--- src/hw/rtl/fun_pkg.sv ---
// Shared constants for the face unit normal pipeline.
`timescale 1ns / 1ps
`default_nettype none
package fun_pkg;
    // default coordinate and normal formats
    localparam int COORD_BITS_DEF = 16;
    localparam int FRAC_BITS_DEF  = 14;
    // normalized magnitude width: top bit lands on bit 30
    localparam int NORM_W   = 31;
    // sum of three squared normalized magnitudes and its root
    localparam int SUM_W    = 64;
    localparam int ROOT_W   = 32;
    localparam int SQRT_STEPS = 32;
endpackage
`default_nettype wire

--- src/hw/rtl/fun_sqrt_cell.sv ---
// One digit cell of the pipelined integer square root.
`timescale 1ns / 1ps
`default_nettype none
module fun_sqrt_cell #(
    parameter int PAY_W   = 1,
    parameter int BIT_POS = 62
) (
    input  wire                      aclk,
    input  wire                      aresetn,
    input  wire                      en,
    input  wire                      in_valid,
    input  wire [fun_pkg::SUM_W-1:0] in_rem,
    input  wire [fun_pkg::SUM_W-1:0] in_res,
    input  wire [PAY_W-1:0]          in_pay,
    output logic                     out_valid,
    output logic [fun_pkg::SUM_W-1:0] out_rem,
    output logic [fun_pkg::SUM_W-1:0] out_res,
    output logic [PAY_W-1:0]         out_pay
);
    localparam logic [fun_pkg::SUM_W-1:0] BIT_VAL = fun_pkg::SUM_W'(1) << BIT_POS;

    logic                      valid_reg;
    logic [fun_pkg::SUM_W-1:0] rem_reg, rem_next;
    logic [fun_pkg::SUM_W-1:0] res_reg, res_next;
    logic [PAY_W-1:0]          pay_reg;
    logic [fun_pkg::SUM_W-1:0] trial;

    // try one root digit
    always_comb begin
        trial = in_res + BIT_VAL;
        if (in_rem >= trial) begin
            rem_next = in_rem - trial;
            res_next = (in_res >> 1) + BIT_VAL;
        end else begin
            rem_next = in_rem;
            res_next = in_res >> 1;
        end
    end

    always_ff @(posedge aclk) begin
        if (!aresetn) begin
            valid_reg <= 1'b0;
        end else if (en) begin
            valid_reg <= in_valid;
        end
    end

    // advance data
    always_ff @(posedge aclk) begin
        if (en) begin
            rem_reg <= rem_next;
            res_reg <= res_next;
            pay_reg <= in_pay;
        end
    end

    assign out_valid = valid_reg;
    assign out_rem   = rem_reg;
    assign out_res   = res_reg;
    assign out_pay   = pay_reg;
endmodule
`default_nettype wire

--- config.mk ---
export PLATFORM = sky130hd
export DESIGN_NAME = fun_sqrt_cell
export DESIGN_NICKNAME = d
export VERILOG_FILES = /design/src/hw/rtl/fun_pkg.sv /design/src/hw/rtl/fun_sqrt_cell.sv
export SDC_FILE = /design/constraint.sdc
export NUM_CORES = 1
export LEC_CHECK = 0
export BUFFER_PORTS_ARGS = -buffer_cell sky130_fd_sc_hd__buf_2
export CORE_MARGIN = 8
export CORE_UTILIZATION = 48
export DETAILED_ROUTE_END_ITERATION = 8
export PLACE_DENSITY = 0.81
export SYNTH_ARGS = -nofsm -noshare
export SYNTH_HDL_FRONTEND = slang
export SYNTH_SLANG_ARGS = --single-unit
--- constraint.sdc ---
create_clock -name aclk -period 2.5 [get_ports aclk]
set_input_delay 0.125 -clock aclk [delete_from_list [all_inputs] [get_ports aclk]]
set_output_delay 0.125 -clock aclk [all_outputs]
set_load 0.01 [all_outputs]
==> run summary <==
Final worst path period share -> 98.57%
Worst Skew -> 0 ns
Final setup fails -> 0
GP Congestion -> 0.9021
Critical path arrival -> 2.73 ns
Total I/O pin count -> 263
Hold Path Class -> input port to register
Kind of critical path -> input port to register
Vias in the first global route -> 9645
Cell with the most instances after synthesis -> edfxtp_1
Cells on worst reg2reg path -> 3
Die Footprint -> 22900 um2
Total core area -> 17960 um2
Setup TNS -> 0 ns
Comb pwr share -> 33.6%
Clock network fraction of total power -> 33.0%
DRT Pass-1 Iters -> 5
Asr flop ratio synth -> 0%
Skew-Pair Late Insertion Delay -> 0.44 ns
Simple-Gate Fraction of Synth Area -> 12.89%
Total track usage -> 26.71%
Num CTS Buffers -> 17
Worst setup SP type -> input port
Port buffer count -> 262
Sequential share of the synthesized area -> 44.29%
Synth warn -> 0
Die width -> 151.3 um
Sequential share of power -> 33.4%
Synth Area in Compound Gates -> 21.45%
Layout cells sized above 1 -> 39.25%
Synth Net Count -> 1114
Routed vias/inst -> 5.458
Initial antenna violation count -> 1
Htree depth -> 4
Outcome -> finished clean
DPL Wire Length -> 22700 um
Commonest register cell after synthesis -> edfxtp_1
Final Cell Area -> 13920 um2
Clock tree sinks -> 130
Post-DRT Antenna Nets -> 0
Met3 wire length -> 2631 um
Total wire length -> 31960 um
Pin count of the biggest net entering global routing -> 53
Max Cap Viol -> 0
Net switching power -> 2.591 mW
Die Span Y -> 151.3 um
CTS Root Cell -> clkbuf_16
Synth Area in Adders -> 9.335%
Post-Syn Instances -> 916
Nets -> 1683
Clock Tree Buf Depth -> 2
Worst Path Required -> 2.76 ns
Post-synthesis mux area share -> 0.8681%
Switch share -> 31.06%
First-pass GRT wire length -> 48140 um
Flops & latches, synth -> 130
Via count -> 9432
P_int -> 5.751 mW
Iter 0 DRT Violations -> 729
CP Capture Type -> register
Slew headroom -> 65.60%
Lkg Pwr -> 6.599 nW
Clock-pin slew on the worst setup and hold paths -> 0.06 ns
Post-synth top cells -> 129 x edfxtp_1, 106 x nand2_1, 88 x o21ai_0
Residual DRC -> 0
Min-Delay Path Depth -> 3
Area Growth Syn to Fin -> 58.35%
Largest cells by area after synthesis -> edfxtp_1 44%, ha_1 9.1%, o21ai_0 5.0%
Final-report max-slew violation count -> 0
Wire per inst -> 18.49 um
Final hold viol count -> 0
Total gr overflow -> 0
Row cnt -> 49
Metal-1 WL -> 12470 um
CTS tree -> done
Crit path time final -> 2.464 ns
Netlist cell types -> 65
Max layer used -> met4
CP Max Fanout -> 4
Area leader, netlist -> edfxtp_1
DP Area -> 12150 um2
Post-synth top area share -> 44.06%
Largest family of logic cells by synthesized area -> compound AO/OA/AOI/OAI gates
Synth Area per Inst -> 9.598 um2
VDD IR max -> 0.4925 mV
Worst slew pin tran -> 0.5160 ns
EDFF count, synth -> 129
Met2 wire len -> 15640 um
Starting Density -> 48.94%
Power per cell area -> 599.2 nW/um2
Post-synthesis xor/xnor area fraction -> 5.778%
Synth Cell Area -> 8792 um2
FMAX -> 0.4058 GHz
==> power groups by stage <==
stage / Clock, mW / Combinational, mW / Sequential (mW)
floorplan: 0 / 1.13 / 2.97
global placement: 0 / 2.45 / 2.82
detailed placement: 0 / 2.49 / 2.83
CTS: 2.75 / 2.63 / 2.79
global route: 2.82 / 3.01 / 2.81
finish: 2.75 / 2.80 / 2.79
==> critical path, cell delays in order <==
cell and delay, ns:
buf_4 0.12, ha_4 0.16, fa_2 0.35, nor2b_1 0.15, o21a_1 0.16, o211ai_2 0.12, a31o_4 0.26, nand3b_1 0.16
a21oi_4 0.10, buf_6 0.13, o211ai_1 0.20, nand4_1 0.22, nor4bb_4 0.23, nor4_2 0.24
==> cell families (layout without fill, tap and decap cells) <==
family / Yosys count / count (layout)
mux: 7 / 7
buf+inv: 117 / 699
other cells: 0 / 1
compound gates: 303 / 303
flops: 130 / 130
fa+ha+maj: 65 / 65
xor+xnor: 58 / 58
simple gates: 236 / 236
==> per-stage QoR <==
stage	power, mW	setup slack [ns]	hold WS, ns	cells	utilization (%)
after floorplan	4.107	-0.008219	0.2239	916	-
after global placement	5.265	-0.4017	0.3051	1598	67.64
after detailed placement	5.329	-0.5103	0.3036	1598	67.64
after CTS	8.174	0.0002791	0.0001298	1715	75.99
after global routing	8.638	-0.03862	0.01961	1728	77.50
final	8.342	0.03567	0.003078	1728	77.50
==> final timing paths <==
kind	start	end	slack, ns
min reg2reg	out_valid	out_valid	1.06
max reg2reg	out_valid	out_valid	1.36
max	in_res[0]	out_rem[62]	0.04
min	in_rem[23]	out_rem[23]	0.003
==> routing by layer <==
| layer | GRT usage (%) | up-vias |
|---|---|---|
| li1 | - | 4502 |
| met1 | 30.39 | 4429 |
| met2 | 46.56 | 420 |
| met3 | 6.155 | 81 |
| met4 | 12.57 | 0 |
| met5 | 0 | - |
==> layout by cell type (no fill, tap or decap), types with 4 or more instances in the layout <==
cell / Yosys / final
mux2_4: 0 / 5
o21ai_2: 0 / 4
nor2b_1: 9 / 7
a31oi_1: 6 / 4
nor2_1: 37 / 37
nor3_1: 15 / 12
buf_2: 13 / 259
xnor2_1: 33 / 32
buf_6: 1 / 4
and4_1: 4 / 4
bufinv_16: 0 / 4
clkinv_4: 0 / 4
nand3_1: 9 / 9
clkbuf_16: 0 / 18
nand2_1: 106 / 105
buf_4: 3 / 231
o21bai_1: 21 / 21
ha_1: 64 / 57
o21ai_1: 5 / 9
inv_1: 80 / 77
o211ai_1: 6 / 6
a21oi_1: 86 / 82
edfxtp_1: 129 / 129
a21o_1: 45 / 45
nand2b_1: 4 / 4
nand4_1: 24 / 24
ha_4: 0 / 6
xor2_1: 25 / 25
dlygate4sd3_1: 0 / 84
o21ai_0: 88 / 80
buf_12: 0 / 8
o21a_1: 9 / 9
==> sequential cells by signal, summed over array words and instances (netlist names) <==
signal     flops
out_rem       64
out_res       64
out_pay        1
out_valid      1
==> cell type report <==
type | count | area (um2)
Multi-Input combinational cell | 669 | 4702
Timing Repair Buffer | 587 | 4101
Fill cell | 1157 | 4041
Sequential cell | 130 | 3894
Clock buffer | 17 | 425.4
Inverter | 80 | 305.3
Tap cell | 229 | 286.5
Clock inverter | 15 | 205.2
Antenna cell | 1 | 2.502
==> timing repair <==
action | in CTS | in global routing
setup endpoints to repair | 9 | 58
gates resized for setup | 5 | 39
endpoints found under the hold margin | 83 | 0
setup buffers | 1 | 11
cloned | 0 | 1
pin swaps | 2 | 22
hold buffers | 84 | 0
Note: power is estimated with default switching activity, not from simulation.
