<file path="config.mk">
export PLATFORM = sky130hd
export DESIGN_NAME = fun_div_cell
export DESIGN_NICKNAME = d
export VERILOG_FILES = /design/src/hw/rtl/fun_pkg.sv /design/src/hw/rtl/fun_div_cell.sv
export SDC_FILE = /design/constraint.sdc
export NUM_CORES = 1
export LEC_CHECK = 0
export BUFFER_PORTS_ARGS = -buffer_cell sky130_fd_sc_hd__buf_2
export CAP_MARGIN = 30
export CORE_MARGIN = 2
export CORE_UTILIZATION = 30
export DETAILED_ROUTE_END_ITERATION = 7
export SLEW_MARGIN = 25
export SYNTH_ARGS = -nofsm -noshare
export SYNTH_HDL_FRONTEND = slang
export SYNTH_SLANG_ARGS = --single-unit
export TNS_END_PERCENT = 20
</file>
<file path="constraint.sdc">
create_clock -name aclk -period 5.14 [get_ports aclk]
set_input_delay 0.514 -clock aclk [delete_from_list [all_inputs] [get_ports aclk]]
set_output_delay 0.514 -clock aclk [all_outputs]
set_load 0.01 [all_outputs]
</file>
<file path="src/hw/rtl/fun_pkg.sv">
// Shared constants for the face unit normal pipeline.
`timescale 1ns / 1ps
`default_nettype none
package fun_pkg;
    // default coordinate and normal formats
    localparam int COORD_BITS_DEF = 16;
    localparam int FRAC_BITS_DEF  = 14;
    // normalized magnitude width: top bit lands on bit 30
    localparam int NORM_W   = 31;
    // sum of three squared normalized magnitudes and its root
    localparam int SUM_W    = 64;
    localparam int ROOT_W   = 32;
    localparam int SQRT_STEPS = 32;
endpackage
`default_nettype wire

</file>
<file path="src/hw/rtl/fun_div_cell.sv">
// One quotient-bit cell of the three-lane restoring divider.
`timescale 1ns / 1ps
`default_nettype none
module fun_div_cell #(
    parameter int FRAC_BITS = fun_pkg::FRAC_BITS_DEF,
    parameter int BIT_POS   = 0,
    parameter int NW        = fun_pkg::NORM_W + FRAC_BITS + 2,
    parameter int QW        = FRAC_BITS + 2
) (
    input  wire                        aclk,
    input  wire                        aresetn,
    input  wire                        en,
    input  wire                        in_valid,
    input  wire [NW-1:0]               in_rem [3],
    input  wire [QW-1:0]               in_q [3],
    input  wire [fun_pkg::ROOT_W-1:0]  in_r,
    input  wire [2:0]                  in_sign,
    input  wire                        in_deg,
    output logic                       out_valid,
    output logic [NW-1:0]              out_rem [3],
    output logic [QW-1:0]              out_q [3],
    output logic [fun_pkg::ROOT_W-1:0] out_r,
    output logic [2:0]                 out_sign,
    output logic                       out_deg
);
    logic                       valid_reg;
    logic [NW-1:0]              rem_reg [3];
    logic [NW-1:0]              rem_next [3];
    logic [QW-1:0]              q_reg [3];
    logic [QW-1:0]              q_next [3];
    logic [fun_pkg::ROOT_W-1:0] r_reg;
    logic [2:0]                 sign_reg;
    logic                       deg_reg;
    logic [NW-1:0]              dvs;

    // subtract the shifted divisor where it fits
    always_comb begin
        dvs = NW'(in_r) << BIT_POS;
        for (int k = 0; k < 3; k++) begin
            q_next[k] = in_q[k];
            if (in_rem[k] >= dvs) begin
                rem_next[k]        = in_rem[k] - dvs;
                q_next[k][BIT_POS] = 1'b1;
            end else begin
                rem_next[k] = in_rem[k];
            end
        end
    end

    always_ff @(posedge aclk) begin
        if (!aresetn) begin
            valid_reg <= 1'b0;
        end else if (en) begin
            valid_reg <= in_valid;
        end
    end

    // advance data
    always_ff @(posedge aclk) begin
        if (en) begin
            rem_reg  <= rem_next;
            q_reg    <= q_next;
            r_reg    <= in_r;
            sign_reg <= in_sign;
            deg_reg  <= in_deg;
        end
    end

    assign out_valid = valid_reg;
    assign out_rem   = rem_reg;
    assign out_q     = q_reg;
    assign out_r     = r_reg;
    assign out_sign  = sign_reg;
    assign out_deg   = deg_reg;
endmodule
`default_nettype wire
</file>
==> Implementation_results.wiki, run 1 <==
{| class="wikitable"
! Metric !! Value
|-
| Hold-fix buffers, CTS || 0
|-
| Vias after detailed routing || 13032
|-
| Post-route cell area || 18400 sq um
|-
| Type of the worst setup path || primary input to register
|-
| Slack of the worst reg-to-reg path || 4.55 ns
|-
| Average via count per standard cell || 5.19
|-
| Tightest slew margin relative to the limit || 0.330
|-
| Met3 WL post-DR || 3580 um
|-
| Total area of multi-input combinational cells || 7390 sq um
|-
| Initial antenna violation count || 7
|-
| Worst R2R Start || out_valid
|-
| Leakage power || 7.67 nW
|-
| Crit path max fanout || 31
|-
| CORE AREA || 47800 sq um
|-
| Gr usage total || 0.201
|-
| Min-Delay Endpoint || out_q[37]
|-
| Gate count after technology mapping || 1443
|-
| Post-route clock period utilization || 0.663
|-
| Cell area reported after detailed placement || 17500 sq um
|-
| Final cell count without fillers || 2513
|-
| Total CTS buffers || 28
|-
| Sinks on the clock net || 226
|-
| Part of the total power dissipated in combinational logic || 0.255
|-
| Final cell utilization of the core || 0.384
|-
| Source of the worst hold timing path || in_q[37]
|-
| Via count of the first global-routing pass || 12586
|-
| RSZ-0062 raised after global routing || no
|-
| Crit path max-delay family || simple AND/OR/NAND/NOR gates
|-
| Clock tree skew after final layout || 0 ns
|-
| Library cell used as clock root buffer || sky130_fd_sc_hd__clkbuf_16
|-
| CP cell instances || buf_2 > inv_1 > ha_1 > nand4_1 > or3_1 > nor4_1 > a31o_2 > a31oi_1 > o21ai_4 > buf_4 > mux2_2
|-
| Antenna viol nets, final || 0
|-
| Number of violations reported at the end of detailed-routing iteration 0 || 876
|-
| Count of flip-flops with a built-in enable after synthesis || 225
|-
| Share of total power in sequential cells || 0.405
|-
| DP Cell Count || 2460
|-
| Placed wire-length estimate || 42800 um
|-
| Power consumption || 0.00585 W
|-
| Maximum capacitance violations || 0
|-
| Max Root-Sink Buffers || 3
|-
| Largest net degree at the start of global routing || 118
|-
| Cell with the most instances after synthesis || sky130_fd_sc_hd__edfxtp_1
|-
| First-pass GRT wire length || 76800 um
|-
| Portion of the post-synthesis area used by sequential elements || 0.464
|-
| Count of state elements after synthesis || 226
|-
| Total grt overflow || 0
|-
| Routed length per placed instance || 21.1 um
|-
| Stages on worst setup path || 11
|-
| Peak supply drop || 0.223 mV
|-
| Worst Reg-to-Reg Cells || 2
|-
| Number of library cell types mapped by synthesis || 74
|-
| Buffer and inverter count on the worst path || 3
|-
| Met2 layer wire length in the routed design || 24500 um
|-
| Endpoint required time on the critical path || 5.44 ns
|-
| Number of rows in the core area || 80
|-
| Share of synthesized registers carrying an async set or reset || 0
|-
| Layout cells sized above 1 || 0.289
|-
| TritonCTS clock tree || built
|-
| Die X-Extent || 225 um
|-
| Upper clock frequency limit || 0.294 GHz
|-
| Synth Cell Area || 14600 sq um
|-
| Crit-path max cell delay || 0.44 ns
|-
| Power per standard cell area || 318 nW/um^2
|-
| Count of endpoints failing setup in the final report || 0
|-
| Die ar. || 50400 sq um
|-
| Net Sw Frac || 0.307
|-
| Cell Int Power || 0.00405 W
|-
| Highest layer used for signal routing || met5
|-
| Cells taking the most area after synthesis || sky130_fd_sc_hd__edfxtp_1 46%, sky130_fd_sc_hd__ha_1 8.2%, sky130_fd_sc_hd__a21oi_1 5.5%, sky130_fd_sc_hd__xnor2_1 4.3%, sky130_fd_sc_hd__xor2_1 3.4%
|-
| Destination of the worst register-to-register timing path || out_valid
|-
| Predominant post-synthesis flop cell || sky130_fd_sc_hd__edfxtp_1
|-
| Top-level I/O count || 455
|-
| Synth warn || 0
|-
| Routability Congestion || 0.918
|-
| Final wirelength || 53100 um
|-
| Post-CTS Setup Inserts || 0
|-
| Routed length on met1 || 23500 um
|-
| Most used standard cells in the synthesized netlist || 225 x sky130_fd_sc_hd__edfxtp_1, 159 x sky130_fd_sc_hd__a21oi_1, 123 x sky130_fd_sc_hd__nand2_1, 119 x sky130_fd_sc_hd__nor2_1, 96 x sky130_fd_sc_hd__ha_1
|-
| Number of failing hold endpoints at the final stage || 0
|-
| Final critical delay including setup and external delays || 3.41 ns
|-
| CP max-delay cell || sky130_fd_sc_hd__buf_4
|-
| Number of port buffers || 454
|-
| Max-slew violation total from the final report || 0
|-
| Clock transition at path regs || 0.06 ns
|-
| Avg Synthesized Cell Area || 10.1 sq um
|-
| FILL cells || 4855
|-
| Power dissipated by switching net loads || 0.00180 W
|-
| Data arrival time of the worst path || 3.71 ns
|-
| Reg area || 6780 sq um
|-
| Worst Setup Start Kind || primary input
|-
| Max H-tree Level || 1
|-
| Number of gates given a new drive strength after cts || 0
|-
| Total iterations of the first detailed-routing run || 5
|-
| Portion of synthesized cell area occupied by the leading cell type || 0.463
|-
| Post-synth net total || 1771
|-
| Effective utilization at floorplan || 0.305
|-
| Die height || 225 um
|-
| Min-delay worst type || primary input to register
|-
| Worst skew pair latency || 0.56 ns
|-
| Library cell occupying the most area in the post-synthesis netlist || sky130_fd_sc_hd__edfxtp_1
|-
| Crit end category || register
|-
| Result of the run || completed
|-
| NumNets Final || 2203
|-
| Proportion of power drawn by the clock network || 0.340
|-
| DRC Markers || 0
|-
| Summed negative setup slack over all endpoints || 0 ns
|-
| Area growth from synthesis to final layout || 25.9%
|-
| Number of cells on the worst hold path || 1
|-
| Slew at the pin closest to its max-slew limit || 1.01 ns
|}
[state kept, by name, indices dropped and copies added, names as in the netlist]
| name | cells |
|---|---|
| out_r | 32 |
| out_valid | 1 |
| out_rem | 141 |
| out_sign | 3 |
| out_deg | 1 |
| out_q | 48 |
[power groups by stage]
stage	logic [W]	clock network, W	registers (W)
floorplan	0.000716	0	0.00251
global placement	0.00148	0	0.00241
detailed placement	0.00148	0	0.00241
CTS	0.00149	0.00204	0.00238
global route	0.00162	0.00210	0.00239
finish	0.00149	0.00199	0.00237
[cells by family after synthesis]
family / count (synthesis) / synth area share
buffers and inverters: 111 / 0.0309
xor gates and xnor gates: 127 / 0.0762
and+or+nand+nor: 462 / 0.160
DFF: 226 / 0.464
adders and majority gates: 99 / 0.0864
AOI/OAI and AO/OA: 399 / 0.168
muxes: 19 / 0.0145
[cell usage in the layout, fill, tap and decap left out, drive strengths merged, types with 22 or more instances in the layout]
| cell type | instances |
|---|---|
| inv | 55 |
| nand2 | 124 |
| buf | 458 |
| o21ai | 84 |
| a21o | 35 |
| edfxtp | 225 |
| xnor2 | 71 |
| clkbuf | 33 |
| nand2b | 22 |
| nand4 | 28 |
| nor2 | 119 |
| nand3 | 32 |
| nor4 | 28 |
| nor3 | 37 |
| xor2 | 56 |
| a21oi | 160 |
| ha | 96 |
[how the worst max path moves through the flow]
stage                           from           to
after global routing         in_r[0]  out_rem[91]
after floorplan           in_rem[47]  out_rem[91]
after global placement       in_r[0]  out_rem[91]
after detailed placement    in_r[24]   out_rem[3]
after CTS                   in_r[24]  out_rem[10]
final                       in_r[24]  out_rem[10]
[cell type report]
cell class	count	share of cell area
Antenna cell	3	0.000408
Clock buffer	33	0.0403
Clock inverter	17	0.00899
Inverter	55	0.0112
Multi-Input combinational cell	1106	0.402
Sequential cell	226	0.369
Tap cell	615	0.0419
Timing Repair Buffer	458	0.126
[metrics by stage]
step           worst slack [ns]  hold slack, ns
3_3_place_gp               1.22           0.492
4_1_cts                    1.75          0.0921
5_1_grt                    1.55           0.103
6_report                   1.73           0.129
3_5_place_dp               1.17           0.506
2_1_floorplan              1.96           0.538
[layer usage]
metal	up-vias	track usage
met5	-	0
met4	8	0.0628
met3	85	0.0357
met2	507	0.330
met1	6142	0.270
li1	6290	-
Note: power is estimated with default switching activity, not from simulation.
==> run 2, diff against run 1 <==
==> constraint.sdc (replaced) <==
create_clock -name aclk -period 3.2 [get_ports aclk]
set_input_delay 0.32 -clock aclk [delete_from_list [all_inputs] [get_ports aclk]]
set_output_delay 0.32 -clock aclk [all_outputs]
set_load 0.01 [all_outputs]
==> run 2 against run 1 <==
  * Global-route usage grew 0.99 points
  * Clock power grew 55%
  * Combinational power grew 94%
  * Setup slack lost 1.7 ns
  * Critical path type unchanged
  * Largest power group unchanged
==> Implementation_results.wiki, run 2 (same netlist as run 1, synthesis figures left out) <==
{| class="wikitable"
! Metric !! Value
|-
| Max reg flops || 141
|-
| Total CTS buffers || 28
|-
| Crit end category || register
|-
| Setup crit start || in_r[4]
|-
| Vias after detailed routing || 14366
|-
| Type of the worst setup path || primary input to register
|-
| Final critical delay including setup and external delays || 3.14 ns
|-
| Min-delay worst type || primary input to register
|-
| Number of rows in the core area || 80
|-
| Max-slew violation total from the final report || 0
|-
| Total iterations of the first detailed-routing run || 7
|-
| Worst Setup Start Kind || primary input
|-
| Die ar. || 50400 sq um
|-
| Leakage power || 9.44 nW
|-
| Clock tree skew after final layout || 0 ns
|-
| Critical Path Most Common Cell || sky130_fd_sc_hd__buf_4
|-
| CORE AREA || 47800 sq um
|-
| Antenna viol nets, final || 0
|-
| Maximum capacitance violations || 0
|-
| Layout cells sized above 1 || 0.379
|-
| Tightest slew margin relative to the limit || 0.471
|-
| Max H-tree Level || 1
|-
| Endpoint required time on the critical path || 3.51 ns
|-
| Clock transition at path regs || 0.06 ns
|-
| Total grt overflow || 0
|-
| Effective utilization at floorplan || 0.305
|-
| NumNets Final || 2576
|-
| CP max-delay cell || sky130_fd_sc_hd__dlygate4sd3_1
|-
| DRC Markers || 0
|-
| Number of failing hold endpoints at the final stage || 0
|-
| Worst R2R Start || out_valid
|-
| Cell area reported after detailed placement || 19700 sq um
|-
| Final wirelength || 55900 um
|-
| Data arrival time of the worst path || 3.46 ns
|-
| Upper clock frequency limit || 0.318 GHz
|-
| Routed length per placed instance || 19.3 um
|-
| Worst skew pair latency || 0.56 ns
|-
| Average via count per standard cell || 4.97
|-
| Leading cell types in the layout, fill and taps excluded || 453 x sky130_fd_sc_hd__buf_2, 289 x sky130_fd_sc_hd__buf_4, 225 x sky130_fd_sc_hd__edfxtp_1
|-
| Sinks on the clock net || 226
|-
| First-pass GRT wire length || 81800 um
|-
| Crit path max fanout || 12
|-
| Via count of the first global-routing pass || 13959
|-
| Result of the run || completed
|-
| Number of port buffers || 454
|-
| Worst Reg-to-Reg Cells || 3
|-
| Most common cell after layout, fill and taps aside || sky130_fd_sc_hd__buf_2
|-
| Crit-path max cell delay || 0.53 ns
|-
| Number of cells on the worst hold path || 2
|-
| Final cell count without fillers || 2888
|-
| Number of violations reported at the end of detailed-routing iteration 0 || 952
|-
| Gr usage total || 0.211
|-
| RSZ-0062 raised after global routing || yes
|-
| TritonCTS clock tree || built
|-
| Area growth from synthesis to final layout || 47.6%
|-
| Max Root-Sink Buffers || 3
|-
| Post-route clock period utilization || 0.982
|-
| CP cell instances || dlygate4sd3_1 > buf_2 > inv_1 > ha_1 > and3_1 > o211ai_1 > o211ai_1 > buf_4 > a21o_1 > nor4b_2 > buf_4 > nor2_4 > buf_12 > buf_4 > nor2_1 > a21oi_1 > buf_4
|-
| Count of endpoints failing setup in the final report || 0
|-
| Source of the worst hold timing path || in_q[0]
|-
| Peak supply drop || 0.352 mV
|-
| Worst slack at placement || -0.323 ns
|-
| Top-level I/O count || 455
|-
| Library cell used as clock root buffer || sky130_fd_sc_hd__clkbuf_16
|-
| Routability Congestion || 0.897
|-
| Min-Delay Endpoint || out_q[0]
|-
| Largest net degree at the start of global routing || 87
|-
| Power consumption || 0.00978 W
|-
| Post-route cell area || 21500 sq um
|-
| Power per standard cell area || 454 nW/um^2
|-
| Die X-Extent || 225 um
|-
| Slack of the worst reg-to-reg path || 2.06 ns
|-
| DP Cell Count || 2748
|-
| Die height || 225 um
|-
| Placed wire-length estimate || 45200 um
|-
| Slew at the pin closest to its max-slew limit || 0.794 ns
|-
| Destination of the worst register-to-register timing path || out_valid
|-
| Initial antenna violation count || 8
|-
| Final Worst Setup Slack || 0.0565 ns
|}
-- run 2: cell types whose count changed in the layout (fill, tap and decap cells not counted), sizes merged --
cell         previous run  this run
buf                   458       749
diode                   3         4
clkinvlp                1         4
inv                    55        56
clkinv                 13         8
dlygate4sd3             0        81
clkbuf                 33        37
bufinv                  3         1
o311a                   2         3
-- run 2: worst max path at each step --
stage / end / depth (start not counted) / slack (ns)
2_1_floorplan: out_rem[91] / 12 / 0.21
3_3_place_gp: out_rem[82] / 12 / -0.33
3_5_place_dp: out_rem[130] / 14 / -0.32
4_1_cts: out_rem[24] / 13 / 0.01
5_1_grt: out_rem[95] / 13 / -0.05
6_report: out_rem[67] / 17 / 0.06
-- run 2: through the flow --
step / util / setup TNS [ns] / hold WS [ns]
floorplan: - / 0 / 0.419
global placement: 0.412 / -9.97 / 0.493
detailed placement: 0.412 / -9.34 / 0.498
CTS: 0.447 / 0 / 0.00553
global route: 0.450 / -0.511 / 0.0181
finish: 0.450 / 0 / 0.0375
-- run 2: cell type report --
type,count,area [sq um]
Clock inverter,14,121
Fill cell,4605,26300
Antenna cell,4,10.0
Multi-Input combinational cell,1107,7510
Clock buffer,37,766
Inverter,55,206
Sequential cell,226,6780
Timing Repair Buffer,830,5380
Tap cell,615,769
-- run 2: report_power, final --
group	leakage [nW]	switching, W	internal (W)	total, W
logic	6.81	0.00156	0.00133	0.00289
registers	2.21	0.000111	0.00370	0.00381
clock network	0.420	0.00131	0.00177	0.00308
-- run 2: critical path: cells and delay by family --
kind / cells / cell delay [ns]
AND/OR/NAND/NOR: 4 / 0.64
AO/OA/AOI/OAI: 4 / 0.58
buffers and inverters: 8 / 1.58
adder cells (fa/ha/maj): 1 / 0.31
-- run 2: what timing repair did --
| action | CTS | global route |
|---|---|---|
| hold buffers | 81 | 0 |
| hold endpoints to repair | 80 | 0 |
| resized for setup | 0 | 23 |
| endpoints found under the setup margin | 0 | 53 |
| buffers inserted | 0 | 3 |
-- run 2: routing by layer --
layer  global-route usage  wire [um]  vias to the layer above
li1                     -          -                     7042
met1                0.284      24800                     6767
met2                0.348      26000                      483
met3               0.0401       3650                       70
met4               0.0575       1410                        4
met5                    0         27                        -
==> run 3, diff against run 2 <==
--- a/config.mk
+++ b/config.mk
@@ -10,6 +10,7 @@
 export CORE_MARGIN = 2
 export CORE_UTILIZATION = 30
 export DETAILED_ROUTE_END_ITERATION = 7
+export SETUP_SLACK_MARGIN = 0.3
 export SLEW_MARGIN = 25
 export SYNTH_ARGS = -nofsm -noshare
 export SYNTH_HDL_FRONTEND = slang
==> run 3 against run 2 <==
  * Setup slack improved by 0.29 ns
  * Global-route usage up 0.18 points
  * Fmax increased by 10%
  * Via count rose by 0.73%
  * Critical path type unchanged
  * Highest routed layer unchanged
  * Largest power group unchanged
  * First-iteration DRC count up 0.95%
  * Flip-flop and latch count did not move
==> Implementation_results.wiki, run 3 (same netlist as run 1, synthesis figures left out) <==
{| class="wikitable"
! Metric !! Value
|-
| Number of port buffers || 454
|-
| Power per standard cell area || 471 nW/um^2
|-
| Min-delay worst type || primary input to register
|-
| Source of the worst hold timing path || in_q[16]
|-
| Placed wire-length estimate || 45200 um
|-
| Final cell utilization of the core || 0.450
|-
| Max H-tree Level || 1
|-
| Worst Hold Slack || 0.0395 ns
|-
| Post-route clock period utilization || 0.892
|-
| Peak supply drop || 0.385 mV
|-
| Gr usage total || 0.213
|-
| Power consumption || 0.0101 W
|-
| Result of the run || completed
|-
| Leakage power || 9.44 nW
|-
| Tightest slew margin relative to the limit || 0.458
|-
| Data arrival time of the worst path || 3.28 ns
|-
| DRC Markers || 0
|-
| Library cell used as clock root buffer || sky130_fd_sc_hd__clkbuf_16
|-
| Count of endpoints failing setup in the final report || 0
|-
| Reg area || 6780 sq um
|-
| Clock tree skew after final layout || 0 ns
|-
| First-pass GRT wire length || 82800 um
|-
| Layout cells sized above 1 || 0.373
|-
| Total area of multi-input combinational cells || 7480 sq um
|-
| Antenna viol nets, final || 0
|-
| Final critical delay including setup and external delays || 2.86 ns
|-
| Crit path max fanout || 16
|-
| Slack of the worst reg-to-reg path || 2.03 ns
|-
| Routed length per placed instance || 19.5 um
|-
| TritonCTS clock tree || built
|-
| Upper clock frequency limit || 0.350 GHz
|-
| Average via count per standard cell || 5.04
|-
| Crit end category || register
|-
| FILL cells || 4571
|-
| Maximum capacitance violations || 0
|-
| Die ar. || 50400 sq um
|-
| Worst R2R Start || out_valid
|-
| Max-slew violation total from the final report || 0
|-
| Slew at the pin closest to its max-slew limit || 0.805 ns
|-
| Number of violations reported at the end of detailed-routing iteration 0 || 961
|-
| Effective utilization at floorplan || 0.305
|-
| Total iterations of the first detailed-routing run || 5
|-
| Max reg flops || 141
|-
| Destination of the worst register-to-register timing path || out_valid
|-
| Initial antenna violation count || 4
|-
| Most common cell after layout, fill and taps aside || sky130_fd_sc_hd__buf_2
|-
| Vias after detailed routing || 14471
|-
| NumNets Final || 2565
|-
| Number of rows in the core area || 80
|-
| Worst skew pair latency || 0.56 ns
|-
| Worst Reg-to-Reg Cells || 3
|-
| Worst Setup Start Kind || primary input
|-
| Via count of the first global-routing pass || 14280
|-
| Largest net degree at the start of global routing || 77
|-
| Routability Congestion || 0.902
|-
| Area growth from synthesis to final layout || 47.5%
|-
| Max Root-Sink Buffers || 3
|-
| RSZ-0062 raised after global routing || yes
|-
| Total grt overflow || 0
|-
| Top-level I/O count || 455
|-
| Endpoint required time on the critical path || 3.62 ns
|-
| Number of cells on the worst hold path || 2
|-
| Sinks on the clock net || 226
|-
| Number of failing hold endpoints at the final stage || 0
|-
| Clock transition at path regs || 0.06 ns
|-
| Total CTS buffers || 29
|-
| Die height || 225 um
|-
| Final wirelength || 55900 um
|-
| Die X-Extent || 225 um
|-
| CORE AREA || 47800 sq um
|-
| Min-Delay Endpoint || out_q[16]
|-
| Type of the worst setup path || primary input to register
|-
| Leading cell types in the layout, fill and taps excluded || 453 x sky130_fd_sc_hd__buf_2, 276 x sky130_fd_sc_hd__buf_4, 225 x sky130_fd_sc_hd__edfxtp_1
|}
run 3: cell count changes in the layout (fill, tap and decap cells not counted), moves of 3 or more:
cell | before | now
sky130_fd_sc_hd__clkbuf_1 | 7 | 2
sky130_fd_sc_hd__diode_2 | 4 | 1
sky130_fd_sc_hd__nor4_1 | 21 | 25
sky130_fd_sc_hd__dlygate4sd3_1 | 81 | 84
sky130_fd_sc_hd__clkinvlp_4 | 4 | 1
sky130_fd_sc_hd__nor4_2 | 5 | 0
sky130_fd_sc_hd__bufinv_16 | 1 | 5
sky130_fd_sc_hd__buf_4 | 289 | 276
sky130_fd_sc_hd__clkinv_1 | 2 | 5
run 3: worst max-delay path, cell delays in order:
cell and delay (ns):
sky130_fd_sc_hd__buf_2 0.09, sky130_fd_sc_hd__inv_1 0.12, sky130_fd_sc_hd__ha_1 0.32, sky130_fd_sc_hd__nand2b_1 0.08
sky130_fd_sc_hd__a21oi_1 0.20, sky130_fd_sc_hd__o21a_1 0.19, sky130_fd_sc_hd__o211ai_1 0.17, sky130_fd_sc_hd__o211ai_1 0.30
sky130_fd_sc_hd__buf_4 0.17, sky130_fd_sc_hd__a21oi_2 0.06, sky130_fd_sc_hd__o311a_4 0.46, sky130_fd_sc_hd__buf_4 0.19
sky130_fd_sc_hd__o21ai_0 0.41, sky130_fd_sc_hd__buf_4 0.19
run 3: worst max-delay path by stage:
stage / start / endpoint / slack, ns / cells after the start
floorplan: in_rem[94] / out_rem[112] / 0.29 / 13
global placement: in_r[20] / out_rem[90] / -0.29 / 12
detailed placement: in_r[20] / out_rem[90] / -0.38 / 12
CTS: in_r[0] / out_rem[130] / 0.30 / 13
global route: in_r[1] / out_rem[97] / 0.23 / 14
finish: in_r[1] / out_rem[117] / 0.34 / 14
run 3: cell type report:
cell class,instances,share of cell area
Tap cell,615,0.0357
Timing Repair Buffer,819,0.246
Multi-Input combinational cell,1106,0.347
Antenna cell,1,0.000116
Sequential cell,226,0.315
Clock buffer,33,0.0353
Inverter,55,0.00959
Clock inverter,19,0.0111
run 3: what timing repair did:
action                     4_1_cts  5_1_grt
setup endpoints to repair        5       53
gates cloned                     0        0
gates resized for setup          1       18
pin swaps                        0        2
buffers inserted                 0        1
hold buffers                    84        0
hold endpoints to repair        83        0
run 3: per-layer routing:
metal / GRT usage / vias up / routed length, um
met5: 0 / - / 27
met4: 0.0551 / 4 / 1280
met3: 0.0364 / 71 / 3860
met2: 0.355 / 535 / 26100
met1: 0.287 / 6850 / 24700
li1: - / 7011 / -
run 3: where the power goes:
part           switching, W  internal (W)
Combinational       0.00157       0.00133
Clock               0.00134       0.00211
Sequential         0.000104       0.00370
Total               0.00301       0.00713
run 3: per-stage QoR:
| stage | instances | TNS, ns | cell area, sq um | setup WS [ns] |
|---|---|---|---|---|
| 2_1_floorplan | 1443 | 0 | 14600 | 0.290 |
| 3_3_place_gp | 2736 | -10.24 | 19600 | -0.286 |
| 3_5_place_dp | 2736 | -12.38 | 19600 | -0.378 |
| 4_1_cts | 2872 | 0 | 21400 | 0.298 |
| 5_1_grt | 2873 | 0 | 21500 | 0.228 |
| 6_report | 2874 | 0 | 21500 | 0.344 |
